[src/assert_macros.svh]
// Assertion macros shared by the sky region classifier RTL
`ifndef ASSERT_MACROS_SVH
`define ASSERT_MACROS_SVH
`ifndef SYNTHESIS
// Checked while out of reset
`define SRC_ASSERT(lbl, prop, msg) \
    lbl: assert property (@(posedge aclk) disable iff (!aresetn) prop) else $error(msg);
// Checked on every edge, reset included
`define SRC_ASSERT_ALWAYS(lbl, prop, msg) \
    lbl: assert property (@(posedge aclk) prop) else $error(msg);
`else
`define SRC_ASSERT(lbl, prop, msg)
`define SRC_ASSERT_ALWAYS(lbl, prop, msg)
`endif
`endif

[src/src_pkg.sv]
// Shared constants and helpers for the sky region classifier
`default_nettype none
package src_pkg;

    localparam int ANGLE_BITS_DEF = 16;
    localparam int FRAC_BITS_DEF  = 15;
    localparam int Z_W            = 34;   // CORDIC angle accumulator, 2^32 per turn plus headroom

    // Q30 constants
    localparam longint Q30_COS_EPS     = 64'sd985042600;
    localparam longint Q30_SIN_EPS     = 64'sd427331948;
    localparam longint Q30_GX          = 64'sd931649273;
    localparam longint Q30_GY          = 64'sd212682915;
    localparam longint Q30_GZ          = 64'sd489609092;
    localparam longint Q30_CORDIC_GAIN = 64'sd652032874;

    // Outer survey latitude limit: 24*|lat| < 5 * 2^ANGLE_BITS (75 degrees)
    localparam int OUTER_LAT_MUL = 24;
    localparam int OUTER_LAT_NUM = 5;

    localparam logic [1:0] REGION_NONE  = 2'd0;
    localparam logic [1:0] REGION_INNER = 2'd1;
    localparam logic [1:0] REGION_OUTER = 2'd2;
    localparam logic [1:0] REGION_RSVD  = 2'd3;

    localparam logic [1:0] CFG_ECL_CUT    = 2'd0;
    localparam logic [1:0] CFG_ECL_MARGIN = 2'd1;
    localparam logic [1:0] CFG_GAL_CUT    = 2'd2;
    localparam logic [1:0] CFG_GAL_MARGIN = 2'd3;

    localparam logic [31:0] ATAN_TAB [32] = '{
        32'h20000000, 32'h12E4051E, 32'h09FB385B, 32'h051111D4, 32'h028B0D43, 32'h0145D7E1,
        32'h00A2F61E, 32'h00517C55, 32'h0028BE53, 32'h00145F2F, 32'h000A2F98, 32'h000517CC,
        32'h00028BE6, 32'h000145F3, 32'h0000A2FA, 32'h0000517D, 32'h000028BE, 32'h0000145F,
        32'h00000A30, 32'h00000518, 32'h0000028C, 32'h00000146, 32'h000000A3, 32'h00000051,
        32'h00000029, 32'h00000014, 32'h0000000A, 32'h00000005, 32'h00000003, 32'h00000001,
        32'h00000001, 32'h00000000
    };

    function automatic logic signed [Z_W-1:0] atan_z(input int idx);
        return $signed({{(Z_W-32){1'b0}}, ATAN_TAB[idx[4:0]]});
    endfunction

endpackage
`default_nettype wire

[src/src_asin.sv]
// Pipelined integer square root and vectoring CORDIC: arcsine to binary angle
`default_nettype none
module src_asin #(
    parameter int ANGLE_BITS = src_pkg::ANGLE_BITS_DEF,
    parameter int FRAC_BITS  = src_pkg::FRAC_BITS_DEF,
    parameter int TAG_W      = src_pkg::ANGLE_BITS_DEF
) (
    input  logic                         aclk,
    input  logic                         aresetn,
    input  logic                         adv,
    input  logic                         in_valid,
    input  logic signed [FRAC_BITS+1:0]  sin_gal,
    input  logic [2*FRAC_BITS:0]         radicand,
    input  logic [TAG_W-1:0]             in_tag,
    output logic                         out_valid,
    output logic signed [ANGLE_BITS-1:0] gal_lat,
    output logic [TAG_W-1:0]             out_tag
);
    localparam int N   = FRAC_BITS + 1;
    localparam int VW  = FRAC_BITS + 3;
    localparam int SW  = FRAC_BITS + 2;
    localparam int RSW = 2 * FRAC_BITS + 3;
    localparam int ZW  = src_pkg::Z_W;
    localparam int NQ  = FRAC_BITS + 2;          // root stages incl. capture
    localparam int L   = NQ + N + 2;             // total stages incl. output
    localparam int SHF = 32 - ANGLE_BITS;
    localparam logic signed [ZW-1:0] RND_Z   = ZW'(1) <<< (SHF - 1);
    localparam logic signed [ZW-1:0] QUARTER = ZW'(1) <<< (ANGLE_BITS - 2);
    localparam logic signed [ZW-1:0] NEG_QTR = -QUARTER;

    logic [RSW-1:0]       n_reg  [NQ];
    logic [RSW-1:0]       r_reg  [NQ];
    logic signed [SW-1:0] sq_reg [NQ];
    logic signed [VW-1:0] vx_reg [N+1];
    logic signed [VW-1:0] vy_reg [N+1];
    logic signed [ZW-1:0] vz_reg [N+1];
    logic [TAG_W-1:0]     tag_reg [L];
    logic [L-1:0]         vld_reg;
    logic signed [ZW-1:0] z_shf;
    logic signed [ZW-1:0] gal_next;

    always_ff @(posedge aclk) begin
        if (adv) begin
            n_reg[0]  <= RSW'(radicand);
            r_reg[0]  <= '0;
            sq_reg[0] <= sin_gal;
        end
    end

    // One bit of the root per stage, largest power of four first
    for (genvar j = 1; j < NQ; j++) begin : g_root
        localparam logic [RSW-1:0] BIT = RSW'(1) << (2 * (FRAC_BITS - (j - 1)));
        always_ff @(posedge aclk) begin
            if (adv) begin
                if (n_reg[j-1] >= r_reg[j-1] + BIT) begin
                    n_reg[j] <= n_reg[j-1] - (r_reg[j-1] + BIT);
                    r_reg[j] <= (r_reg[j-1] >> 1) + BIT;
                end else begin
                    n_reg[j] <= n_reg[j-1];
                    r_reg[j] <= r_reg[j-1] >> 1;
                end
                sq_reg[j] <= sq_reg[j-1];
            end
        end
    end

    always_ff @(posedge aclk) begin
        if (adv) begin
            vx_reg[0] <= $signed(r_reg[NQ-1][VW-1:0]);
            vy_reg[0] <= VW'(sq_reg[NQ-1]);
            vz_reg[0] <= '0;
        end
    end

    for (genvar k = 1; k <= N; k++) begin : g_vec
        localparam logic signed [ZW-1:0] ATAN_K = src_pkg::atan_z(k - 1);
        always_ff @(posedge aclk) begin
            if (adv) begin
                if (!vy_reg[k-1][VW-1]) begin
                    vx_reg[k] <= vx_reg[k-1] + (vy_reg[k-1] >>> (k - 1));
                    vy_reg[k] <= vy_reg[k-1] - (vx_reg[k-1] >>> (k - 1));
                    vz_reg[k] <= vz_reg[k-1] + ATAN_K;
                end else begin
                    vx_reg[k] <= vx_reg[k-1] - (vy_reg[k-1] >>> (k - 1));
                    vy_reg[k] <= vy_reg[k-1] + (vx_reg[k-1] >>> (k - 1));
                    vz_reg[k] <= vz_reg[k-1] - ATAN_K;
                end
            end
        end
    end

    always_comb begin
        z_shf = (vz_reg[N] + RND_Z) >>> SHF;
        if (z_shf > QUARTER) begin
            gal_next = QUARTER;
        end else if (z_shf < NEG_QTR) begin
            gal_next = NEG_QTR;
        end else begin
            gal_next = z_shf;
        end
    end

    always_ff @(posedge aclk) begin
        if (adv) begin
            gal_lat    <= gal_next[ANGLE_BITS-1:0];
            tag_reg[0] <= in_tag;
            for (int i = 1; i < L; i++) begin
                tag_reg[i] <= tag_reg[i-1];
            end
        end
    end

    always_ff @(posedge aclk) begin
        if (!aresetn) begin
            vld_reg <= '0;
        end else if (adv) begin
            vld_reg <= {vld_reg[L-2:0], in_valid};
        end
    end

    assign out_valid = vld_reg[L-1];
    assign out_tag   = tag_reg[L-1];
endmodule
`default_nettype wire

[config.mk]
export PLATFORM = sky130hd
export DESIGN_NAME = src_asin
export DESIGN_NICKNAME = d
export VERILOG_FILES = /design/src/assert_macros.svh /design/src/src_pkg.sv /design/src/src_asin.sv
export SDC_FILE = /design/constraint.sdc
export NUM_CORES = 2
export LEC_CHECK = 0
export ABC_CLOCK_PERIOD_IN_PS = 16700
export BUFFER_PORTS_ARGS = -buffer_cell sky130_fd_sc_hd__buf_2
export CORE_ASPECT_RATIO = 1.2
export CORE_MARGIN = 10
export CORE_UTILIZATION = 35
export DETAILED_ROUTE_END_ITERATION = 12
export REMOVE_ABC_BUFFERS = 1
export SKIP_CTS_REPAIR_TIMING = 1
export SYNTH_ARGS = -nofsm -noshare
export SYNTH_HDL_FRONTEND = slang
export SYNTH_SLANG_ARGS = --single-unit
[constraint.sdc]
create_clock -name aclk -period 16.7 [get_ports aclk]
set_input_delay 2.505 -clock aclk [delete_from_list [all_inputs] [get_ports aclk]]
set_output_delay 2.505 -clock aclk [all_outputs]
set_load 0.02 [all_outputs]
==> impl_metrics.tcl <==
set metrics [dict create \
    status "finished clean" \
    grt_pass1_wl_um 406000 \
    relSlewSlack 0.165 \
    synth-seq-cells 2537 \
    cts_htree_levels 5 \
    antenna_found_initial 6 \
    clk_latency_ns 0.89 \
    final_nets 12400 \
    io_pins 101 \
    synth_common_cells "2502 x edfxtp_1, 1121 x ha_1, 824 x xnor2_1, 751 x nor2_1, 727 x a21oi_1" \
    cp-start-kind "input port" \
    cts_sinks 2537 \
    drive_above_1_share 0.0575 \
    critPathTopFamily "compound AO/OA/AOI/OAI gates" \
    gr-total-overflow 0 \
    grt_max_degree 169 \
    hold_depth 0 \
    numCtsBuffers 284 \
    netlist_instances 10900 \
    arrival_ns 8.38 \
    start_util 0.351 \
    p_sw_uw 12000 \
    path_buf_inv 4 \
    post-route-drc-count 0 \
    timing.rr.start "vy_reg[13][17]" \
    period_needed_ns 7.75 \
    clock_path_buffers 4 \
    end_kind "flip-flop" \
    cts_tree "yes" \
    r2r_slack_ns 10.45 \
    fmax_ghz 0.129 \
    synth_flop_cell "edfxtp_1" \
    dp_hpwl_um 185000 \
    ir_drop_mv 0.127 \
    ant_nets 0 \
    synth_top_area_share 0.562 \
    worst_pin_slew_ns 1.25 \
    synthTopCellsByArea "edfxtp_1 56%, ha_1 10%, xnor2_1 5.4%" \
    maxCapViolations 0 \
    crit_slowest_cell "inv_1" \
    io_buffers 100 \
    vias 80000 \
    largest_register_ff_count 560 \
    worst_ep_required_time_ns 17.33 \
    yosys.area.top_type "edfxtp_1" \
    ys_warn_count 0 \
    cts-root-buf "clkbuf_16" \
    hold_path.class "flip-flop to flip-flop" \
    power_uw 32000 \
    period_share 0.464 \
    crit_path_cell_trace "buf_12 -> buf_4 -> buf_4 -> nand2_1 -> inv_1 -> ha_1 -> a21o_1 -> a21oi_1 -> o21ai_0 -> a21oi_1 -> a31oi_1 -> a311oi_1 -> o31ai_1 -> a311o_1 -> a31oi_1 -> o21bai_1 -> xor2_1" \
    coreArea_mm2 0.380 \
    routedWlPerCell_um 15.4 \
    tns_ns 0 \
    cp_max_fo 58 \
    synthArstFlopShare 0 \
    areaGrowthSynthToFinish_pct 11.8 \
    ys_types 90 \
    wirelength_um 251000 \
    fillerInstances 35700 \
    detail_route.first_pass.iterations 7 \
    worstSetupPathType "input port to flip-flop" \
    fp.dieH_um 697 \
    register_area_mm2 0.0758 \
    hp-start "tag_reg[30][10]" \
    setup_viol 0 \
    hold_viol_final 0 \
    grt.total_usage 0.120 \
    synth_edf_count 2502 \
    routabilityCongestion 0.861 \
    clkSlewWorstSetupHoldPaths_ns 0.06 \
    synthesis.area_mm2 0.134 \
    dieWidth_um 584 \
    drt_iter0_drc 3934 \
    synth_most_common_cell "edfxtp_1" \
    synth_seq_area_share 0.568 \
    die-area_mm2 0.407 \
    intPower_uw 20100 \
    finClkSkew_ns 0.0640 \
    rsz0062_at_grt "false" \
    combPwrFrac 0.470 \
    clkPwrFrac 0.188 \
    slew_violations 0 \
    ff2ff_path_depth 15 \
    p_leak_uw 0.0577 \
    p_sw_frac 0.374 \
    multi_input_comb_area_mm2 0.0549 \
    seqPwrFrac 0.342 \
    slowest_delay_ns 0.82 \
    grt_pass1_vias 80100 \
    syn_area_per_cell_um2 12.3 \
    timing.rr.end "vz_reg[14][32]" \
    power_density_mw_per_mm2 215 \
    min_to "tag_reg[31][10]" \
    rows 248 \
    viasPerCell 4.89 \
]
cell type report:
class / count / share of cell area
Sequential cell: 2537 / 0.508
Multi-Input combinational cell: 7542 / 0.367
Clock buffer: 344 / 0.0495
Tap cell: 5000 / 0.0419
Inverter: 607 / 0.0153
Clock inverter: 156 / 0.0103
Timing Repair Buffer: 180 / 0.00764
Antenna cell: 2 / 0.0000335
kinds of logic (layout without fill, tap and decap cells):
logic type                 after synthesis  count (layout)  synth area share
and+or+nand+nor                       2602            2602            0.0951
DFF                                   2537            2537             0.568
AOI/OAI and AO/OA                     2489            2489             0.119
xor gates and xnor gates              1197            1197            0.0785
adders and majority gates             1161            1161             0.111
buffers and inverters                  775            1287            0.0218
muxes                                   93              93           0.00710
other                                    0               2                 0
metal layers:
metal	wire [um]	share of wire	track usage	vias to the layer above
met5	0	0	0	-
met4	10800	0.043	0.0493	0
met3	8200	0.033	0.0177	566
met2	132000	0.53	0.230	1093
met1	100000	0.40	0.131	37400
li1	-	-	-	41000
power by group through the flow:
stage                     clock network (uW)  logic, uW  registers [uW]
after CTS                               6260      15200           11000
after detailed placement                   0      15100           11100
after global routing                    6490      17100           11100
final                                   6020      15100           11000
after floorplan                            0      11900           10600
after global placement                     0      14900           11100
cells in the final DEF, fill, tap and decap left out, types with 23 or more instances in the layout:
cell type / instances
a211o_1: 23
a211oi_1: 57
a21boi_0: 34
a21o_1: 325
a21oi_1: 727
a31oi_1: 67
and2_1: 35
and3_1: 77
buf_2: 99
buf_4: 78
clkbuf_1: 57
clkbuf_16: 287
clkinv_1: 56
clkinv_2: 33
dfxtp_1: 35
edfxtp_1: 2502
fa_1: 40
ha_1: 1121
inv_1: 602
mux2i_1: 79
nand2_1: 582
nand2b_1: 158
nand3_1: 184
nand4_1: 46
nor2_1: 751
nor2b_1: 179
nor3_1: 234
nor3b_1: 24
nor4_1: 91
nor4b_1: 24
o211ai_1: 27
o21a_1: 159
o21ai_0: 551
o21bai_1: 139
o31ai_1: 94
o41ai_1: 66
or2_2: 31
or3_1: 92
xnor2_1: 824
xor2_1: 373
stage by stage:
step | hold WS (ns) | cell area, um^2 | instances | setup slack, ns | util
2_1_floorplan | 0.400 | 133000 | 10700 | 9.84 | -
3_3_place_gp | 0.400 | 140000 | 15900 | 8.02 | 0.369
3_5_place_dp | 0.405 | 140000 | 15900 | 8.01 | 0.369
4_1_cts | 0.401 | 149000 | 16400 | 9.00 | 0.393
5_1_grt | 0.409 | 149000 | 16400 | 8.54 | 0.393
6_report | 0.402 | 149000 | 16400 | 8.95 | 0.393
worst max path at each step:
stage               slack (ns)  depth (start not counted)  from        endpoint
floorplan                 9.84                         14   adv  vz_reg[10][31]
global placement          8.02                         17   adv  vz_reg[15][30]
detailed placement        8.01                         17   adv  vz_reg[15][30]
CTS                       9.00                         17   adv  vz_reg[15][30]
global route              8.54                         17   adv  vz_reg[15][30]
finish                    8.95                         17   adv  vz_reg[15][30]
(Power assumes the default switching activity.)
